## config.mk

```make
export PLATFORM = sky130hd
export DESIGN_NAME = poly_voice_allocator
export DESIGN_NICKNAME = d
export VERILOG_FILES = /design/src/rtl/core/pva_pkg.sv /design/src/rtl/core/pva_cell.sv /design/src/rtl/core/poly_voice_allocator.sv
export SDC_FILE = /design/constraint.sdc
export NUM_CORES = 1
export LEC_CHECK = 0
export ABC_AREA = 1
export ABC_CLOCK_PERIOD_IN_PS = 2300
export BUFFER_PORTS_ARGS = -buffer_cell sky130_fd_sc_hd__buf_2
export CAP_MARGIN = 20
export CORE_MARGIN = 2
export CORE_UTILIZATION = 54
export CTS_CLUSTER_DIAMETER = 100
export DETAILED_ROUTE_END_ITERATION = 6
export PLACE_DENSITY = 0.74
export SLEW_MARGIN = 25
export SYNTH_ARGS = -nofsm -noshare
export SYNTH_HDL_FRONTEND = slang
export SYNTH_SLANG_ARGS = --single-unit
```

## constraint.sdc

```tcl
create_clock -name clk -period 2.3 [get_ports clk]
set_input_delay 0.345 -clock clk [delete_from_list [all_inputs] [get_ports clk]]
set_output_delay 0.345 -clock clk [all_outputs]
set_load 0.005 [all_outputs]
```

## src/rtl/core/pva_pkg.sv

```systemverilog
// Package with the shared types, constants and codes of the voice allocator.
`timescale 1ns / 1ps

package pva_pkg;

  // Sizes of the allocator.
  localparam int VOICE_COUNT = 8;
  localparam int LIST_DEPTH  = 16;
  localparam int MASK_W      = 8;
  localparam int VOICE_W     = 3;
  localparam int NOTE_W      = 7;
  localparam int VEL_W       = 7;
  localparam int ACTION_W    = 2;
  localparam int IDX_W       = $clog2(LIST_DEPTH);
  localparam int CNT_W       = $clog2(LIST_DEPTH + 1);
  // Only voices below both the voice count and the mask width can be free.
  localparam int MASK_LIMIT  = (VOICE_COUNT < MASK_W) ? VOICE_COUNT : MASK_W;

  // Event kinds.
  localparam logic FUNC_ON  = 1'b0;
  localparam logic FUNC_OFF = 1'b1;

  // Result actions.
  localparam logic [ACTION_W-1:0] ACT_NONE    = 2'd0;
  localparam logic [ACTION_W-1:0] ACT_START   = 2'd1;
  localparam logic [ACTION_W-1:0] ACT_RELEASE = 2'd2;

  // Input word: one note event.
  typedef struct packed {
    logic              func;
    logic [NOTE_W-1:0] note;
    logic [VEL_W-1:0]  velocity;
    logic [MASK_W-1:0] released_mask;
  } event_t;

  // Output word: one voice action.
  typedef struct packed {
    logic [ACTION_W-1:0] action;
    logic [VOICE_W-1:0]  voice;
    logic [NOTE_W-1:0]   note_out;
    logic [VEL_W-1:0]    velocity_out;
    logic                overflow;
  } result_t;

  // One list entry held in a cell.
  typedef struct packed {
    logic [VOICE_W-1:0] voice;
    logic [NOTE_W-1:0]  note;
  } entry_t;

  // Per-cell control from the sequencer.
  typedef struct packed {
    logic shift;
    logic load;
  } cell_ctl_t;

  typedef enum logic [1:0] {
    ST_IDLE,
    ST_WALK,
    ST_FINISH
  } state_t;

endpackage

```

## src/rtl/core/pva_cell.sv

```systemverilog
// One cell of the entry chain: holds one entry, shifts toward the head or loads.
`timescale 1ns / 1ps

module pva_cell (
  input  logic              clk,
  input  pva_pkg::cell_ctl_t ctl,
  input  pva_pkg::entry_t   load_data,
  input  pva_pkg::entry_t   nbr,
  output pva_pkg::entry_t   q
);

  // A load wins over the shift from the neighbor.
  always_ff @(posedge clk) begin
    if (ctl.load) begin
      q <= load_data;
    end else if (ctl.shift) begin
      q <= nbr;
    end
  end

endmodule

```

## src/rtl/core/poly_voice_allocator.sv

```systemverilog
// Top level of the voice allocator: entry chain, walk sequencer and result register.
//
// Usage: note events enter on the event channel (event_valid, event_stall,
// event_word) and one allocation word per event leaves on the alloc channel
// (alloc_valid, alloc_stall, alloc_word). The list of voice and note entries
// sits in a chain of cells, oldest at the head. For each event the chain is
// rotated once through its valid entries, one entry per cycle; the head is
// compared with the note, a matching entry is dropped on note off, the oldest
// entry is dropped on a note on into a full list, and every other entry is
// pushed back at the tail. A note on then appends its entry. After the walk
// in ST_WALK the result is formed in ST_FINISH and loaded into the result
// register. One event is worked on at a time, so a new event is taken only
// once the last one has left ST_FINISH. The result register lets the next
// event be accepted while a result still waits. A stalled result holds, and
// a finished event waits for the register to free up.
// Reset empties the list at once; entry contents are not cleared.
`timescale 1ns / 1ps

module poly_voice_allocator (
  input  logic             clk,
  input  logic             rst,
  input  logic             event_valid,
  output logic             event_stall,
  input  pva_pkg::event_t  event_word,
  output logic             alloc_valid,
  input  logic             alloc_stall,
  output pva_pkg::result_t alloc_word
);

  pva_pkg::state_t state, state_next;
  logic [pva_pkg::CNT_W-1:0] count, count_next;
  logic [pva_pkg::CNT_W-1:0] steps, steps_next;
  logic [pva_pkg::CNT_W-1:0] idx, idx_next;
  pva_pkg::event_t req, req_next;
  logic found, found_next;
  logic ovf, ovf_next;
  logic free_found, free_found_next;
  logic [pva_pkg::VOICE_W-1:0] free_voice, free_voice_next;
  logic [pva_pkg::VOICE_W-1:0] match_voice, match_voice_next;
  logic [pva_pkg::VOICE_W-1:0] oldest_voice, oldest_voice_next;
  pva_pkg::result_t result_next;
  logic finish_go;

  logic chain_shift;
  logic ld_en;
  logic [pva_pkg::IDX_W-1:0] ld_idx;
  pva_pkg::entry_t ld_data;
  pva_pkg::entry_t head;
  logic hit;
  logic discard;
  logic [pva_pkg::VOICE_W-1:0] on_voice;

  pva_pkg::entry_t   cell_q   [pva_pkg::LIST_DEPTH];
  pva_pkg::cell_ctl_t cell_ctl [pva_pkg::LIST_DEPTH];

  // Chain of cells; each takes its neighbor toward the tail on a shift.
  for (genvar k = 0; k < pva_pkg::LIST_DEPTH; k++) begin : g_cell
    pva_pkg::entry_t nbr;
    if (k == pva_pkg::LIST_DEPTH - 1) begin : g_tail
      assign nbr = '0;
    end else begin : g_body
      assign nbr = cell_q[k+1];
    end
    assign cell_ctl[k].shift = chain_shift;
    assign cell_ctl[k].load  = ld_en && (ld_idx == pva_pkg::IDX_W'(k));
    pva_cell u_cell (
      .clk       (clk),
      .ctl       (cell_ctl[k]),
      .load_data (ld_data),
      .nbr       (nbr),
      .q         (cell_q[k])
    );
  end

  assign head = cell_q[0];

  // Walk decisions at the head of the chain.
  assign hit     = !found && (head.note == req.note);
  assign discard = (hit && (req.func == pva_pkg::FUNC_OFF)) ||
                   (ovf && (idx == '0));

  // Voice chosen for a note on once the walk is done.
  assign on_voice = found      ? match_voice :
                    free_found ? free_voice  :
                    (steps != '0) ? oldest_voice : '0;

  // Sequencer: next state, chain control and the result.
  always_comb begin
    state_next        = state;
    count_next        = count;
    steps_next        = steps;
    idx_next          = idx;
    req_next          = req;
    found_next        = found;
    ovf_next          = ovf;
    free_found_next   = free_found;
    free_voice_next   = free_voice;
    match_voice_next  = match_voice;
    oldest_voice_next = oldest_voice;
    result_next       = '0;
    finish_go         = 1'b0;
    chain_shift       = 1'b0;
    ld_en             = 1'b0;
    ld_idx            = '0;
    ld_data           = head;
    event_stall       = (state != pva_pkg::ST_IDLE);

    unique case (state)
      pva_pkg::ST_IDLE: begin
        if (event_valid) begin
          req_next        = event_word;
          steps_next      = count;
          idx_next        = '0;
          found_next      = 1'b0;
          ovf_next        = (event_word.func == pva_pkg::FUNC_ON) &&
                            (count == pva_pkg::CNT_W'(pva_pkg::LIST_DEPTH));
          free_found_next = 1'b0;
          free_voice_next = '0;
          // Lowest released voice.
          for (int i = pva_pkg::MASK_LIMIT - 1; i >= 0; i--) begin
            if (event_word.released_mask[i]) begin
              free_found_next = 1'b1;
              free_voice_next = pva_pkg::VOICE_W'(i);
            end
          end
          state_next = pva_pkg::ST_WALK;
        end
      end

      pva_pkg::ST_WALK: begin
        if (idx == steps) begin
          state_next = pva_pkg::ST_FINISH;
        end else begin
          // Pop the head; push it back at the tail unless it is dropped.
          chain_shift = 1'b1;
          ld_data     = head;
          ld_idx      = pva_pkg::IDX_W'(count - pva_pkg::CNT_W'(1));
          ld_en       = !discard;
          if (discard) begin
            count_next = count - pva_pkg::CNT_W'(1);
          end
          if (idx == '0) begin
            oldest_voice_next = head.voice;
          end
          if (hit) begin
            found_next       = 1'b1;
            match_voice_next = head.voice;
          end
          idx_next = idx + pva_pkg::CNT_W'(1);
        end
      end

      pva_pkg::ST_FINISH: begin
        if (req.func == pva_pkg::FUNC_ON) begin
          result_next.action       = pva_pkg::ACT_START;
          result_next.voice        = on_voice;
          result_next.note_out     = req.note;
          result_next.velocity_out = req.velocity;
          result_next.overflow     = ovf;
        end else if (found) begin
          result_next.action   = pva_pkg::ACT_RELEASE;
          result_next.voice    = match_voice;
          result_next.note_out = req.note;
        end
        if (!alloc_valid || !alloc_stall) begin
          finish_go  = 1'b1;
          state_next = pva_pkg::ST_IDLE;
          // Append the new entry at the tail on note on.
          if (req.func == pva_pkg::FUNC_ON) begin
            ld_en         = 1'b1;
            ld_idx        = pva_pkg::IDX_W'(count);
            ld_data.voice = on_voice;
            ld_data.note  = req.note;
            count_next    = count + pva_pkg::CNT_W'(1);
          end
        end
      end

      default: begin
        state_next = pva_pkg::ST_IDLE;
      end
    endcase
  end

  // Control registers.
  always_ff @(posedge clk) begin
    if (rst) begin
      state       <= pva_pkg::ST_IDLE;
      count       <= '0;
      alloc_valid <= 1'b0;
    end else begin
      state <= state_next;
      count <= count_next;
      if (finish_go) begin
        alloc_valid <= 1'b1;
      end else if (!alloc_stall) begin
        alloc_valid <= 1'b0;
      end
    end
  end

  // Working registers of the current event and the result word.
  always_ff @(posedge clk) begin
    steps        <= steps_next;
    idx          <= idx_next;
    req          <= req_next;
    found        <= found_next;
    ovf          <= ovf_next;
    free_found   <= free_found_next;
    free_voice   <= free_voice_next;
    match_voice  <= match_voice_next;
    oldest_voice <= oldest_voice_next;
    if (finish_go) begin
      alloc_word <= result_next;
    end
  end

`ifndef SYNTHESIS
  // An accepted event keeps the input side stalled in the next cycle.
  a_busy_after_accept: assert property (@(posedge clk) disable iff (rst)
    event_valid && !event_stall |=> event_stall)
    else $error("event accepted but input not stalled afterwards");

  // Overflow is only reported together with a voice start.
  a_ovf_on_start: assert property (@(posedge clk) disable iff (rst)
    alloc_valid && alloc_word.overflow |-> alloc_word.action == pva_pkg::ACT_START)
    else $error("overflow flagged on a result that is not a start");

  // An empty result carries no voice or note.
  a_none_is_zero: assert property (@(posedge clk) disable iff (rst)
    alloc_valid && (alloc_word.action == pva_pkg::ACT_NONE) |->
      (alloc_word.voice == '0) && (alloc_word.note_out == '0))
    else $error("empty result with nonzero fields");

  // The list never grows past its depth.
  a_count_bound: assert property (@(posedge clk) disable iff (rst)
    finish_go |=> count <= pva_pkg::CNT_W'(pva_pkg::LIST_DEPTH))
    else $error("entry count beyond list depth");
`endif

endmodule

```

==> impl_metrics.toml, run 1 <==
[synth]
synth_top_family_by_area = "simple AND/OR/NAND/NOR gates"
synth_flop_cell = "edfxtp_1"
synth.mux.area_fraction_pct = 0
synth_compound_area_share_pct = 2.82
synth-xor-area-share_pct = 0.496
synth_fp_nets = 1134
synth_simple_gate_area_share_pct = 26.8
yosysWarnings = 0
post_synth.cell_area_avg_um2 = 9.64
seq_area_frac_synth_pct = 63.0
synthAdderAreaFrac_pct = 0.945
synthCells = 1099
synth-edff-count = 217
synth-seq-cells = 225
synth.distinct_cells = 37
async_reset_ff_share_pct = 0
syn-cell-area_um2 = 10600

[floorplanning]
coreArea_um2 = 19300
rows = 51
die_h_um = 144
dieWidth_um = 144
start_util_pct = 54.8
ios = 49
die_area_um2 = 20700

[detailed_routing]
drc_errors = 0
drtAntennaViolNets = 0
wl_per_cell_um = 16.1
drt_iter0_drc = 761
first_pass_iters = 5
dr_total_vias = 8162
wirelength_mm = 24.2
vias_per_cell = 5.44

[setup_path]
r2r-end = "g_cell[2].u_cell.q[2]"
timing.critical_path.slowest_stage_cell = "edfxtp_1"
r2r_slack_ns = -0.007
path_delay_family = "simple AND/OR/NAND/NOR gates"
critPathMaxStageDelay_ns = 0.44
r2r_cells = 14
crit_path_frequent_cell = "nand2_1"
criticalPathCategory = "reg2reg"
required_ns = 2.57
arrival_ns = 2.57
timing.rr.start = "idx[0]"
critPathLaunchType = "register"
endpoint_kind = "register"
crit_buf_inv = 2
path_max_fanout = 10
path_cells = "nor2_1, nor2_2, nor2_1, nand3_2, buf_4, nand3_1, nand2_2, nand2_1, nand2_4, nor2_2, nand2_1, buf_4, nand2_1, nand2_1"

[clock_network]
cts_sinks = 225
cts_max_level = 1
clockRootBuffer = "clkbuf_16"
cts_buffers = 24
clock_latency_ns = 0.52
clockBufferDepth = 3
path_clk_slew_ns = 0.06
cts_tree = "done"

[timing]
setup_viol = 2
fin_worst_skew_ns = 0.0111
layout_setup_ws_ns = -0.00694
slew_violations = 0
hold_viol = 0
max_freq_mhz = 433
fin_crit_ns = 2.31
hold_slack_ns = 0.0103
fin_crit_sh_pct = 100
maxSlewHeadroom_pct = 35.6
tightest_slew_ns = 0.956
rsz0062_at_grt = "true"

[layout]
nets = 1252
drive_gt1_share_pct = 21.8
mostFrequentLayoutCells = "nand2_1, edfxtp_1, nand3_1"
diodes = 0
area_growth_pct = 21.6
final_common_cell = "nand2_1"
final_util_pct = 66.6
design_area_um2 = 12900

[pwr]
leakagePower_nw = 5.52
ir_worst_vdd_uv = 715
power.total_w = 0.0129
p_per_area_nw_per_um2 = 1000

[grt]
grt.total_usage_pct = 22.7
antenna_found_initial = 0
overflow = 0
grt_pass1_wl_mm = 37.3
grt_max_degree = 31
first_global_vias = 7641

[place]
post-dp-hpwl_mm = 15.7
globalplace.congestion = 0.878
io_buffers = 48
placed_cell_area_um2 = 11700
dpl_worst_slack_ns = -0.110

[outcome]
status = "finished, violations left"
violations = "setup timing"

[min_path]
min_from = "event_word[19]"
whs_endpoint = "req[19]"
hp-class = "in2reg"
hold_depth = 1

[flow_run]
maxCapViolations = 0
layout make-up:
| cell class | count | area [um2] |
|---|---|---|
| tap | 265 | 332 |
| multi-input combinational | 738 | 3550 |
| timing repair buffer | 154 | 1270 |
| clock inverter | 11 | 98.8 |
| clock buffer | 32 | 672 |
| fill | 1405 | 6460 |
| inverter | 74 | 278 |
| sequential | 225 | 6680 |
kinds of logic (layout without fill, tap and decap cells):
| kind of cell | after synthesis | in the layout |
|---|---|---|
| buffers and inverters | 138 | 271 |
| xor gates and xnor gates | 6 | 6 |
| DFF | 225 | 225 |
| AOI/OAI and AO/OA | 49 | 50 |
| adders and majority gates | 8 | 8 |
| and+or+nand+nor | 673 | 674 |
repair_timing:
item,4_1_cts,5_1_grt
resized for setup,10,57
pin swaps,1,8
hold endpoints to repair,2,4
endpoints found under the setup margin,169,310
cloned,1,3
setup buffers,1,4
hold buffers,2,4
power breakdown:
| part | switching, W | leakage (nW) | internal (W) |
|---|---|---|---|
| logic | 0.00225 | 3.05 | 0.00122 |
| registers | 0.000248 | 2.09 | 0.00539 |
| clock network | 0.00151 | 0.380 | 0.00226 |
metal layers:
| metal | wire [um] | vias to the layer above | GRT usage (%) | part of all wire [%] |
|---|---|---|---|---|
| met5 | 0 | - | 0 | 0 |
| met4 | 509 | 0 | 5.11 | 2.1 |
| met3 | 1800 | 54 | 3.48 | 7.5 |
| met2 | 12100 | 319 | 39.5 | 50 |
| met1 | 9730 | 3879 | 30.4 | 40 |
| li1 | - | 3910 | - | - |
cell usage after synthesis (2+ instances only):
cell type / n / area share (%)
nand3_1: 176 / 8.3
a21oi_1: 19 / 0.90
xor2_1: 3 / 0.25
xnor2_1: 3 / 0.25
ha_1: 8 / 0.95
or2_2: 3 / 0.18
nand4_1: 3 / 0.18
nor3_1: 2 / 0.095
nand2_2: 5 / 0.30
dfxtp_1: 8 / 1.5
o21ai_0: 13 / 0.61
buf_4: 8 / 0.57
edfxtp_1: 217 / 62
a21oi_2: 2 / 0.17
inv_2: 10 / 0.35
nor2_4: 2 / 0.21
o211ai_1: 2 / 0.14
inv_1: 63 / 2.2
nor2_1: 61 / 2.2
buf_2: 51 / 2.4
o21ai_2: 8 / 0.66
nand2_1: 409 / 14
nand3_2: 4 / 0.38
clkbuf_1: 3 / 0.11
nor2_2: 4 / 0.24
flip-flops by register name, summed over array words and instances, names as in the netlist, 2 cells and up:
register	count
free_voice	3
req	15
state	2
oldest_voice	3
steps	5
alloc_word	20
g_cell.u_cell.q	160
count	5
match_voice	3
idx	5
stage by stage:
| step | std cells | TNS, ns |
|---|---|---|
| 4_1_cts | 1489 | -0.0263 |
| 3_5_place_dp | 1442 | -3.95 |
| 5_1_grt | 1499 | -11.81 |
| 3_3_place_gp | 1442 | -4.02 |
| 6_report | 1499 | -0.00703 |
| 2_1_floorplan | 1099 | 0 |
worst max-delay path by stage:
stage                        start                      to  slack (ns)  cells past startpoint
after floorplan           state[0]  g_cell[10].u_cell.q[0]       0.007                     11
after global placement      idx[0]   g_cell[7].u_cell.q[4]       -0.21                     13
after detailed placement  state[0]   g_cell[4].u_cell.q[6]       -0.11                     10
after CTS                   idx[0]   g_cell[3].u_cell.q[7]       -0.02                     15
after global routing        idx[0]   g_cell[2].u_cell.q[9]       -0.14                     14
final                       idx[0]   g_cell[2].u_cell.q[2]      -0.007                     14
(Power assumes the default switching activity.)
==> run 2, diff against run 1 <==
--- a/config.mk
+++ b/config.mk
@@ -8,7 +8,6 @@
 export ABC_AREA = 1
 export ABC_CLOCK_PERIOD_IN_PS = 2300
 export BUFFER_PORTS_ARGS = -buffer_cell sky130_fd_sc_hd__buf_2
-export CAP_MARGIN = 20
 export CORE_MARGIN = 2
 export CORE_UTILIZATION = 54
 export CTS_CLUSTER_DIAMETER = 100
@@ -18,3 +17,4 @@
 export SYNTH_ARGS = -nofsm -noshare
 export SYNTH_HDL_FRONTEND = slang
 export SYNTH_SLANG_ARGS = --single-unit
+export TNS_END_PERCENT = 10
==> run 2 against run 1 <==
The run now ends clean. Sequential share of layout area grew 0.33 points. Register-to-register slack gained 0.07 ns. Critical path type unchanged. Clock skew is essentially flat. Largest power group unchanged. Clock-buffer cell count grew 1. Final cell count is essentially flat. Die area is the same. Via count shrank 0.81%.
==> impl_metrics.toml, run 2 (synthesis gave the netlist of run 1 again) <==
[outcome]
status = "complete, no violations"

[detailed_routing]
wl_per_cell_um = 15.9
drtAntennaViolNets = 0
first_pass_iters = 5
dr_total_vias = 8096
drt_iter0_drc = 635
wirelength_mm = 23.8
vias_per_cell = 5.40
drc_errors = 0

[setup_path]
r2r_cells = 14
crit_cells = 14
arrival_ns = 2.45
timing.critical_path.slowest_stage_cell = "edfxtp_1"
crit_buf_inv = 5
path_max_fanout = 10
critPathLaunchType = "register"
critPathCapture = "g_cell[2].u_cell.q[3]"
r2r-end = "g_cell[2].u_cell.q[3]"
timing.rr.start = "idx[0]"
critPathMaxStageDelay_ns = 0.43
path_delay_family = "buffers and inverters"
r2r_slack_ns = 0.06
crit_path_frequent_cell = "nand2_1"
path_cells = "nand2_1, clkinv_1, nor2_2, inv_1, nand2_1, nor2_1, nor2_1, nand3_2, buf_6, a21oi_4, clkbuf_16, nand2_1, nand2_1, buf_4"
criticalPathCategory = "reg2reg"
required_ns = 2.51
crit_start = "idx[0]"
endpoint_kind = "register"

[timing]
layout_setup_ws_ns = 0.0626
setup_viol = 0
fin_crit_ns = 2.24
rsz0062_at_grt = "true"
hold_viol = 0
slew_violations = 0
finalSetupTns_ns = 0
max_freq_mhz = 447
maxSlewHeadroom_pct = 44.5
tightest_slew_ns = 0.827
fin_crit_sh_pct = 97.3
fin_worst_skew_ns = 0.0109

[grt]
first_global_vias = 7726
grt_max_degree = 36
grt_pass1_wl_mm = 37.8
antenna_found_initial = 0
grt.total_usage_pct = 23.1
overflow = 0

[floorplanning]
rows = 51
ios = 49
coreArea_um2 = 19300
die_h_um = 144
die_area_um2 = 20700
dieWidth_um = 144
start_util_pct = 54.8

[layout]
register_area_um2 = 6680
mostFrequentLayoutCells = "nand2_1, edfxtp_1, nand3_1"
top_register = "g_cell.u_cell.q"
largestRegisters = "g_cell.u_cell.q x160, alloc_word x20, req x15"
diodes = 0
drive_gt1_share_pct = 20.4
nets = 1252
final_common_cell = "nand2_1"
multi_input_area_um2 = 3460
largest_reg_flops = 160
fillers = 1425
area_growth_pct = 20.8

[pwr]
seqPwrFrac_pct = 44.1
power.internal_w = 0.00877
leakagePower_nw = 5.53
p_sw_share_pct = 31.3
ir_worst_vdd_uv = 702
combPwrFrac_pct = 26.8
p_per_area_nw_per_um2 = 997
power.net_switching_w = 0.00399
p_clk_share_pct = 29.1

[clock_network]
cts_buffers = 24
clockBufferDepth = 3
path_clk_slew_ns = 0.06
clockRootBuffer = "clkbuf_16"
cts_max_level = 1
cts_sinks = 225
clock_latency_ns = 0.52
cts_tree = "done"

[min_path]
hp-class = "in2reg"
hold_depth = 1

[flow_run]
maxCapViolations = 0

[place]
globalplace.congestion = 0.857
post-dp-hpwl_mm = 15.5
io_buffers = 48
dpl_worst_slack_ns = -0.115
[run 2: worst min-delay path by stage]
stage / start / to
after floorplan: count[2] / steps[2]
after global placement: count[2] / count[2]
after detailed placement: count[2] / count[2]
after CTS: event_word[14] / req[14]
after global routing: event_word[14] / req[14]
final: event_word[14] / req[14]
[run 2: per-layer routing]
layer,vias to the layer above,part of all wire [%],track usage (%)
li1,3913,-,-
met1,3883,41,30.2
met2,257,51,40.5
met3,43,6.5,3.58
met4,0,2.0,6.19
met5,-,0,0
[run 2: power groups by stage]
stage	clock [W]	combinational, W	sequential [W]
2_1_floorplan	0	0.00186	0.00565
3_3_place_gp	0	0.00305	0.00569
3_5_place_dp	0	0.00315	0.00571
4_1_cts	0.00374	0.00319	0.00563
5_1_grt	0.00391	0.00374	0.00569
6_report	0.00371	0.00341	0.00563
[run 2: area by class of cell]
| type | instances | share of cell area [%] |
|---|---|---|
| clock buffer | 33 | 5.28 |
| timing repair buffer | 156 | 10.1 |
| sequential | 225 | 52.2 |
| multi-input combinational | 736 | 27.0 |
| tap | 265 | 2.59 |
| clock inverter | 11 | 0.665 |
| inverter | 74 | 2.17 |
[run 2: stage by stage]
stage | power [W] | area (um2) | util (%) | hold slack, ns | std cells
2_1_floorplan | 0.00751 | 10600 | - | 0.409 | 1099
3_3_place_gp | 0.00874 | 11700 | 60.4 | 0.455 | 1440
3_5_place_dp | 0.00885 | 11700 | 60.4 | 0.460 | 1440
4_1_cts | 0.0126 | 12500 | 64.8 | 0.000415 | 1490
5_1_grt | 0.0133 | 12800 | 66.2 | 0.00300 | 1500
6_report | 0.0128 | 12800 | 66.2 | 0.0122 | 1500
[run 2: what timing repair did]
item | 4_1_cts | 5_1_grt
hold buffers | 6 | 5
cloned | 0 | 2
hold endpoints to repair | 6 | 5
resized for setup | 9 | 40
pin swaps | 0 | 2
setup buffers | 0 | 3
endpoints found under the setup margin | 134 | 309
==> run 3, diff against run 2 <==
--- a/config.mk
+++ b/config.mk
@@ -5,7 +5,7 @@
 export SDC_FILE = /design/constraint.sdc
 export NUM_CORES = 1
 export LEC_CHECK = 0
-export ABC_AREA = 1
+export ABC_AREA = 0
 export ABC_CLOCK_PERIOD_IN_PS = 2300
 export BUFFER_PORTS_ARGS = -buffer_cell sky130_fd_sc_hd__buf_2
 export CORE_MARGIN = 2
==> run 3 against run 2 <==
The flow now finishes with violations (setup timing). Critical endpoint is now g_cell[10].u_cell.q[7]. Global-route usage shrank 2.3 points. Final area hardly changed. Largest power group unchanged. Register-to-register slack got worse by 0.51 ns. Hold slack gained 0.0040 ns. Clock-buffer cell count shrank 5. Utilization rose by 2.4 points.
==> impl_metrics.toml, run 3 <==
[layout]
nets = 829
largest_reg_flops = 160
area_growth_pct = 24.9
mostFrequentLayoutCells = "edfxtp_1, mux2_2, buf_4"
top_register = "g_cell.u_cell.q"
diodes = 0
drive_gt1_share_pct = 48.5
final_common_cell = "edfxtp_1"
largestRegisters = "g_cell.u_cell.q x160, alloc_word x20, req x15"
stdcell_count = 1045

[timing]
setup_viol = 325
layout_setup_ws_ns = -0.447
maxSlewHeadroom_pct = 69.1
rsz0062_at_grt = "true"
fin_crit_sh_pct = 119
hold_slack_ns = 0.0162
slew_violations = 0
fin_crit_ns = 2.75
max_freq_mhz = 364
finalSetupTns_ns = -105.59
hold_viol = 0
fin_worst_skew_ns = 0.0266
tightest_slew_ns = 0.459

[pwr]
p_per_area_nw_per_um2 = 898
leakagePower_nw = 4.91
power.total_w = 0.0115
ir_worst_vdd_uv = 521

[grt]
overflow = 0
first_global_vias = 6248
grt_pass1_wl_mm = 32.7
grt_max_degree = 26
antenna_found_initial = 0
grt.total_usage_pct = 20.8

[synth]
yosysTopAreaCell = "edfxtp_1"
synth_flop_cell = "edfxtp_1"
synth-seq-cells = 225
yosys-top-cells-area = "edfxtp_1, mux2_2, mux2_4, dfxtp_1, mux2_1"
synth_fp_nets = 681
synth-edff-count = 217
synthCells = 646
netlist_top_cells_count = "edfxtp_1, mux2_2, mux2_4, nand2_1"
yosysWarnings = 0
synth_top_area_share_pct = 63.6
post_synth.cell_area_avg_um2 = 15.9
syn-cell-area_um2 = 10200
synth.distinct_cells = 60
async_reset_ff_share_pct = 0
synth_most_common_cell = "edfxtp_1"
seq_area_frac_synth_pct = 65.2

[setup_path]
timing.rr.start = "idx[1]"
criticalPathCategory = "reg2reg"
critPathMaxStageDelay_ns = 0.47
crit_start = "idx[1]"
path_cells = "inv_1, ha_1, or4b_4, or2_0, o41a_2, nand4_1, buf_4, a21oi_4, nand2_2, buf_12, mux2_2"
critPathLaunchType = "register"
path_max_fanout = 11
required_ns = 2.55
arrival_ns = 2.99
timing.critical_path.slowest_stage_cell = "or4b_4"
endpoint_kind = "register"

[detailed_routing]
drt_iter0_drc = 434
wl_per_cell_um = 20.3
dr_total_vias = 5964
drtAntennaViolNets = 0
drc_errors = 0
vias_per_cell = 5.71
wirelength_mm = 21.2
first_pass_iters = 5

[outcome]
status = "finished, violations left"
violations = "setup timing"

[floorplanning]
die_h_um = 142
coreArea_um2 = 18600
rows = 50
die_area_um2 = 20100
ios = 49
dieWidth_um = 142
start_util_pct = 54.9

[place]
globalplace.congestion = 0.823
io_buffers = 48
post-dp-hpwl_mm = 13.8
dp_cells = 975

[clock_network]
path_clk_slew_ns = 0.06
cts_sinks = 225
cts_max_level = 1
clock_latency_ns = 0.52
clockBufferDepth = 3
clockRootBuffer = "clkbuf_16"
cts_buffers = 24
cts_tree = "done"

[flow_run]
maxCapViolations = 0

[min_path]
min_from = "event_word[20]"
hp-class = "in2reg"
## run 3: cell families (layout without fill, tap and decap cells)
| kind of cell | Yosys count | after routing | share of synthesized area [%] |
|---|---|---|---|
| adders and majority gates | 8 | 8 | 0.977 |
| and+or+nand+nor | 142 | 145 | 7.51 |
| muxes | 162 | 162 | 19.1 |
| buffers and inverters | 49 | 211 | 2.54 |
| DFF | 225 | 225 | 65.2 |
| xor gates and xnor gates | 19 | 19 | 1.62 |
| AOI/OAI and AO/OA | 41 | 41 | 3.04 |
## run 3: metal layers
layer	vias up	global-route usage (%)	share of wire (%)
met5	-	0	0
met4	0	6.05	2.4
met3	39	2.94	3.4
met2	136	38.0	52
met1	3040	25.8	43
li1	2749	-	-
## run 3: report_power, final
part / switching, W / internal (W)
clock network: 0.00153 / 0.00225
registers: 0.000216 / 0.00528
logic: 0.00117 / 0.00104
total: 0.00291 / 0.00858
## run 3: cell type report
type	instances	area, um2
tap	234	293
clock buffer	28	616
multi-input combinational	375	3660
fill	1220	5850
clock inverter	15	160
timing repair buffer	156	1330
sequential	225	6680
inverter	12	50.0
## run 3: worst paths after layout
path	end	slack [ns]	cells after the start
setup reg to reg	g_cell[10].u_cell.q[7]	-0.45	11
setup / recovery	g_cell[10].u_cell.q[7]	-0.45	11
hold reg to reg	oldest_voice[0]	0.50	0
hold / removal	req[20]	0.02	1
## run 3: repair_timing
action	4_1_cts	5_1_grt
resized for setup	28	30
cloned	3	2
hold buffers	14	0
endpoints found under the hold margin	14	0
pin swaps	11	4
setup buffers	3	6
setup endpoints to repair	325	325
## run 3: per-stage QoR
step | setup slack, ns | cell area (um2) | utilization, %
after floorplan | -0.259 | 10400 | -
after global placement | -0.462 | 11500 | 61.7
after detailed placement | -0.605 | 11500 | 61.7
after CTS | -0.448 | 12600 | 67.5
after global routing | -0.531 | 12800 | 68.6
final | -0.447 | 12800 | 68.6
## run 3: worst max-delay path: cells and delay by family, from the launching register on
kind            cells  cell delay (ns)
flops               1             0.44
simple gates        4             0.96
compound gates      2             0.22
buf+inv             3             0.38
mux                 1             0.34
fa+ha+maj           1             0.12
